<file path="src/hdl/periodic_voltage_monitor_unit_macros.svh">
// ----------------------------------------------------------------------------
// Assertion macros for the periodic voltage monitor
// Shared wrappers so every checked module reports in the same way.
// ----------------------------------------------------------------------------
`ifndef PERIODIC_VOLTAGE_MONITOR_UNIT_MACROS_SVH
`define PERIODIC_VOLTAGE_MONITOR_UNIT_MACROS_SVH

// Checked on every rising edge while out of reset.
`define PVM_ASSERT(label, prop, msg) \
  label: assert property (@(posedge clk_i) disable iff (!rst_ni) (prop)) else $error(msg);

// Checked on every rising edge, reset included.
`define PVM_ASSERT_ALWAYS(label, prop, msg) \
  label: assert property (@(posedge clk_i) (prop)) else $error(msg);

`endif

</file>
<file path="src/hdl/pvm_pkg.sv">
// ----------------------------------------------------------------------------
// pvm_pkg
// Types and constants shared by the periodic voltage monitor modules.
// ----------------------------------------------------------------------------
`timescale 1ns / 1ps

package pvm_pkg;

  localparam int unsigned IntervalW  = 8;
  localparam int unsigned SampleW    = 12;
  localparam int unsigned TotalW     = 20;
  localparam int unsigned ReportW    = 16;
  localparam int unsigned DivSteps   = TotalW;
  localparam int unsigned DivCntW    = $clog2(DivSteps);

  localparam logic [IntervalW-1:0] IntervalReset = 8'd6;
  localparam logic [SampleW-1:0]   LowVoltageMv  = 12'd1200;

  typedef enum logic [1:0] {
    PH_WAIT  = 2'd0,
    PH_START = 2'd1,
    PH_SEND  = 2'd2,
    PH_SENT  = 2'd3
  } phase_e;

  typedef enum logic [1:0] {
    ACT_SLEEP  = 2'd0,
    ACT_WAKEUP = 2'd1,
    ACT_POLL   = 2'd2,
    ACT_ACK    = 2'd3
  } action_e;

  typedef enum logic [1:0] {
    CTL_IDLE,
    CTL_DIV,
    CTL_PUSH
  } ctl_state_e;

  // Control from the sequencer to the datapath registers.
  typedef struct packed {
    logic in_ready;
    logic div_start;
    logic load_event;
    logic load_report;
  } ctl_t;

endpackage

</file>
<file path="src/hdl/pvm_div.sv">
// ----------------------------------------------------------------------------
// pvm_div
// Bit-serial restoring divider: one quotient bit per cycle, MSB first.
// ----------------------------------------------------------------------------
`timescale 1ns / 1ps

`include "periodic_voltage_monitor_unit_macros.svh"

module pvm_div (
  input  logic                            clk_i,
  input  logic                            rst_ni,
  input  logic                            start_i,
  input  logic [pvm_pkg::TotalW-1:0]      dividend_i,
  input  logic [pvm_pkg::IntervalW-1:0]   divisor_i,
  output logic                            done_o,
  output logic [pvm_pkg::TotalW-1:0]      quotient_o
);

  logic                            busy_q, busy_d;
  logic [pvm_pkg::DivCntW-1:0]     cnt_q, cnt_d;
  logic [pvm_pkg::TotalW-1:0]      dq_q, dq_d;
  logic [pvm_pkg::IntervalW:0]     rem_q, rem_d;
  logic [pvm_pkg::IntervalW-1:0]   dsr_q, dsr_d;
  logic [pvm_pkg::IntervalW:0]     rem_shift;
  logic                            fits;

  // The dividend shifts out of the top of dq while quotient bits enter at
  // the bottom. A zero divisor always fits, which yields an all-ones quotient.
  assign rem_shift = {rem_q[pvm_pkg::IntervalW-1:0], dq_q[pvm_pkg::TotalW-1]};
  assign fits      = (rem_shift >= {1'b0, dsr_q});

  always_comb begin
    busy_d = busy_q;
    cnt_d  = cnt_q;
    dq_d   = dq_q;
    rem_d  = rem_q;
    dsr_d  = dsr_q;
    if (start_i) begin
      busy_d = 1'b1;
      cnt_d  = pvm_pkg::DivCntW'(pvm_pkg::DivSteps - 1);
      dq_d   = dividend_i;
      rem_d  = '0;
      dsr_d  = divisor_i;
    end else if (busy_q) begin
      dq_d  = {dq_q[pvm_pkg::TotalW-2:0], fits};
      rem_d = fits ? (rem_shift - {1'b0, dsr_q}) : rem_shift;
      cnt_d = cnt_q - 1'b1;
      if (cnt_q == '0) begin
        busy_d = 1'b0;
      end
    end
  end

  always_ff @(posedge clk_i or negedge rst_ni) begin
    if (!rst_ni) begin
      busy_q <= 1'b0;
      cnt_q  <= '0;
    end else begin
      busy_q <= busy_d;
      cnt_q  <= cnt_d;
    end
  end

  always_ff @(posedge clk_i) begin
    dq_q  <= dq_d;
    rem_q <= rem_d;
    dsr_q <= dsr_d;
  end

  assign done_o     = busy_q && (cnt_q == '0);
  assign quotient_o = dq_q;

  `PVM_ASSERT(a_start_when_free, start_i |-> !busy_q, "divider started while busy")
  `PVM_ASSERT(a_count_range, busy_q |-> (cnt_q <= pvm_pkg::DivCntW'(pvm_pkg::DivSteps - 1)),
              "divider step count out of range")
  `PVM_ASSERT(a_done_ends_busy, done_o |=> !busy_q, "divider still busy after done")

endmodule

</file>
<file path="config.mk">
export PLATFORM = sky130hd
export DESIGN_NAME = pvm_div
export DESIGN_NICKNAME = d
export VERILOG_FILES = /design/src/hdl/pvm_pkg.sv /design/src/hdl/pvm_div.sv
export VERILOG_INCLUDE_DIRS = /design/src /design/src/hdl
export SDC_FILE = /design/constraint.sdc
export NUM_CORES = 1
export LEC_CHECK = 0
export BUFFER_PORTS_ARGS = -buffer_cell sky130_fd_sc_hd__clkbuf_2
export CAP_MARGIN = 20
export CORE_UTILIZATION = 36
export CTS_BUF_LIST = sky130_fd_sc_hd__clkbuf_2
export DETAILED_ROUTE_END_ITERATION = 8
export SLEW_MARGIN = 20
export SYNTH_ARGS = -nofsm -noshare
export SYNTH_HDL_FRONTEND = slang
export SYNTH_SLANG_ARGS = --single-unit
</file>
<file path="constraint.sdc">
create_clock -name clk_i -period 2.5 [get_ports clk_i]
set_input_delay 0.625 -clock clk_i [delete_from_list [all_inputs] [get_ports clk_i]]
set_output_delay 0.625 -clock clk_i [all_outputs]
set_load 0.02 [all_outputs]
</file>
==> flow_summary_export.csv <==
group,metric,value,unit
sta,fin_tns_setup,0,ps
flow_run,max-cap-violations,0,
synthesis,synth_area_leaders,"edfxtp_1 39%, mux2_2 10%, dfxtp_1 7.5%, dfrtp_1 7.0%, ha_1 5.8%",
clocking,insertion_delay,390,ps
synthesis,synth_compound_area_frac,0.09371,
placement,place_congestion,0.7370,
synthesis,yosysUniqueCellTypes,43,
sta,finalSetupViolCount,0,
global_routing,antenna_found_initial,0,
synthesis,synth_top_area_frac,0.3912,
global_routing,track_usage,0.1353,
synthesis,synth_edf_count,28,
global_routing,grt_pass1_vias,1429,
run_status,status,"finished clean",
synthesis,synth_top_family_by_area,"multiplexers",
cells_and_area,regArea,1151,um2
clocking,cts_buffers,5,
pwr,combPwrFrac,0.380,
pwr,clock_power_share,0.149,
cells_and_area,synthToLayoutAreaGrowth,19.96,%
cells_and_area,multi_input_area,925.9,um2
synthesis,async_reset_ff_frac,0.1429,
sta,max_freq,0.4207,GHz
clocking,htreeDepth,2,
worst_hold_path,hp-class,"input port to register",
pwr,p_switching,0.7018,mW
worst_setup_path,crit_fanout,2,
floorplan,ioPinCount,52,
synthesis,yosys.area.top_type,"edfxtp_1",
clocking,cts_tree,"done",
sta,relSlewSlack,0.5836,
sta,min_period_over_period,0.9509,
clocking,clock_path_buffers,2,
synthesis,synthAdderAreaFrac,0.06752,
synthesis,yosys_warnings,0,
detailed_routing,drt_drc_violations_left,0,
placement,dp.cells,295,
sta,hold_viol_final,0,
synthesis,syn-num-nets,215,
sta,fin_crit,2377,ps
detailed_routing,post_drt_via_cell_ratio,4.811,
synthesis,syn_area_per_cell,12.43,um2
worst_setup_path,worst_setup_path_end_kind,"primary output",
floorplan,core,5642,um2
pwr,leakage,1.155,nW
cells_and_area,fillCellCount,518,
floorplan,start_util,0.3810,
synthesis,syn_inst,173,
detailed_routing,wl,3.909,mm
sta,worst_pin_slew,624.5,ps
synthesis,syn_area,2150,um2
detailed_routing,wire_per_inst,12.73,um
worst_setup_path,cp-start-kind,"register",
placement,io_buffers,51,
pwr,ir_drop,324.0,uV
worst_setup_path,ff2ff_setup_slack,430,ps
cells_and_area,final_cells,307,
synthesis,synthXorXnorAreaFrac,0.03667,
synthesis,synth-simple-area-share,0.1077,
clocking,clk_pin_slew,210,ps
detailed_routing,drt-initial-drc-count,83,
cells_and_area,final_cell_mix,"56 x clkbuf_2, 28 x edfxtp_1, 20 x mux2_2",
placement,hpwl,2.903,mm
pwr,seqPwrFrac,0.471,
global_routing,grt_max_degree,17,
detailed_routing,ant_nets,0,
detailed_routing,dr.pass1.iters,6,
floorplan,row_count,27,
worst_setup_path,required,1880,ps
clocking,cts_root_buf,"clkbuf_2",
synthesis,ys.flop_type,"edfxtp_1",
cells_and_area,fin_nets,276,
pwr,power.density,770.2,nW/um2
global_routing,grt_overflow_total,0,
cells_and_area,diodes,0,
cells_and_area,final_layout_size_suffix_gt1_frac,0.4000,
worst_setup_path,arrival,1750,ps
detailed_routing,vias,1477,
worst_setup_path,critPathKind,"register to primary output",
synthesis,ys_seq_area_frac,0.5355,
cells_and_area,final_common_cell,"clkbuf_2",
synthesis,synth_mux_area_frac,0.1234,
pwr,sw_frac_of_total,0.3534,
sta,fin_worst_skew,9.853,ps
pwr,intPower,1.284,mW
floorplan,die_w,79.27,um
floorplan,die-area,6284,um2
floorplan,die_h,79.27,um
clocking,cts_sinks,42,
synthesis,ys_ff_latch,42,
global_routing,grt_pass1_wl,6.437,mm
sta,maxSlewViolCount,0,
## critical path, cell delays in order, from the launching register on
cell,delay (ps)
dfrtp_1,430
inv_1,80
ha_1,130
or4b_4,450
nor2_1,110
clkbuf_4,170
## power groups by stage
stage	registers (mW)	clock network, mW	logic (mW)
3_3_place_gp	0.952	0	0.748
3_5_place_dp	0.952	0	0.748
4_1_cts	0.936	0.311	0.760
6_report	0.935	0.296	0.755
5_1_grt	0.951	0.342	0.838
2_1_floorplan	0.992	0	0.549
## worst paths after layout
kind,startpoint,endpoint,depth (start not counted)
min in group asynchronous,rst_ni,cnt_q[1],2
worst max register to register,dsr_q[6],rem_q[2],7
worst min-delay path,divisor_i[7],dsr_q[7],1
worst min register to register,rem_q[3],rem_q[3],2
max in group asynchronous,rst_ni,cnt_q[2],2
worst max-delay path,cnt_q[0],done_o,5
## final cells by class
cell class,count,share of cell area
Clock buffer,6,0.01164
Clock inverter,2,0.004852
Inverter,13,0.01892
Multi-Input combinational cell,113,0.3590
Sequential cell,42,0.4464
Tap cell,72,0.03493
Timing Repair Buffer,59,0.1242
## routing by layer
| layer | GRT usage | part of all wire |
|---|---|---|
| met5 | 0 | 0 |
| met4 | 0.05636 | 0.016 |
| met3 | 0.04138 | 0.068 |
| met2 | 0.1931 | 0.43 |
| met1 | 0.1886 | 0.48 |
## cells by family after synthesis
logic type | after synthesis
and+or+nand+nor | 44
DFF | 42
AOI/OAI and AO/OA | 25
muxes | 24
buffers and inverters | 18
adders and majority gates | 11
xor gates and xnor gates | 9
## sequential cells by signal (all words and copies together), names as in the netlist
register / flops
cnt_q: 5
rem_q: 8
busy_q: 1
quotient_o: 20
dsr_q: 8
## cell usage after synthesis, drive strengths merged, types with 3 or more instances
library cell and count:
a21o 4, o21ai 6, xnor2 4, nand2b 7, ha 10, a21oi 4
mux2i 4, a211oi 3, dfxtp 8, xor2 5, nor2 14, mux2 20
edfxtp 28, dfrtp 6, nand2 11, buf 4, inv 13
## metrics by stage
step	setup WS, ps	hold WS, ps	instance area, um2	total power [mW]	util
2_1_floorplan	394.7	329.4	2150	1.541	-
3_3_place_gp	414.3	461.7	2497	1.701	0.4427
3_5_place_dp	402.7	457.1	2497	1.700	0.4427
4_1_cts	99.01	0.6439	2561	2.008	0.4540
5_1_grt	-9.932	338.4	2579	2.130	0.4571
6_report	122.7	395.3	2579	1.986	0.4571
## repair_timing
item / 4_1_cts / 5_1_grt
pin swaps: 1 / 0
endpoints found under the setup margin: 1 / 1
setup buffers: 2 / 1
hold buffers: 0 / 1
hold endpoints to repair: 0 / 6
gates resized for setup: 2 / 0
(Power assumes the default switching activity.)
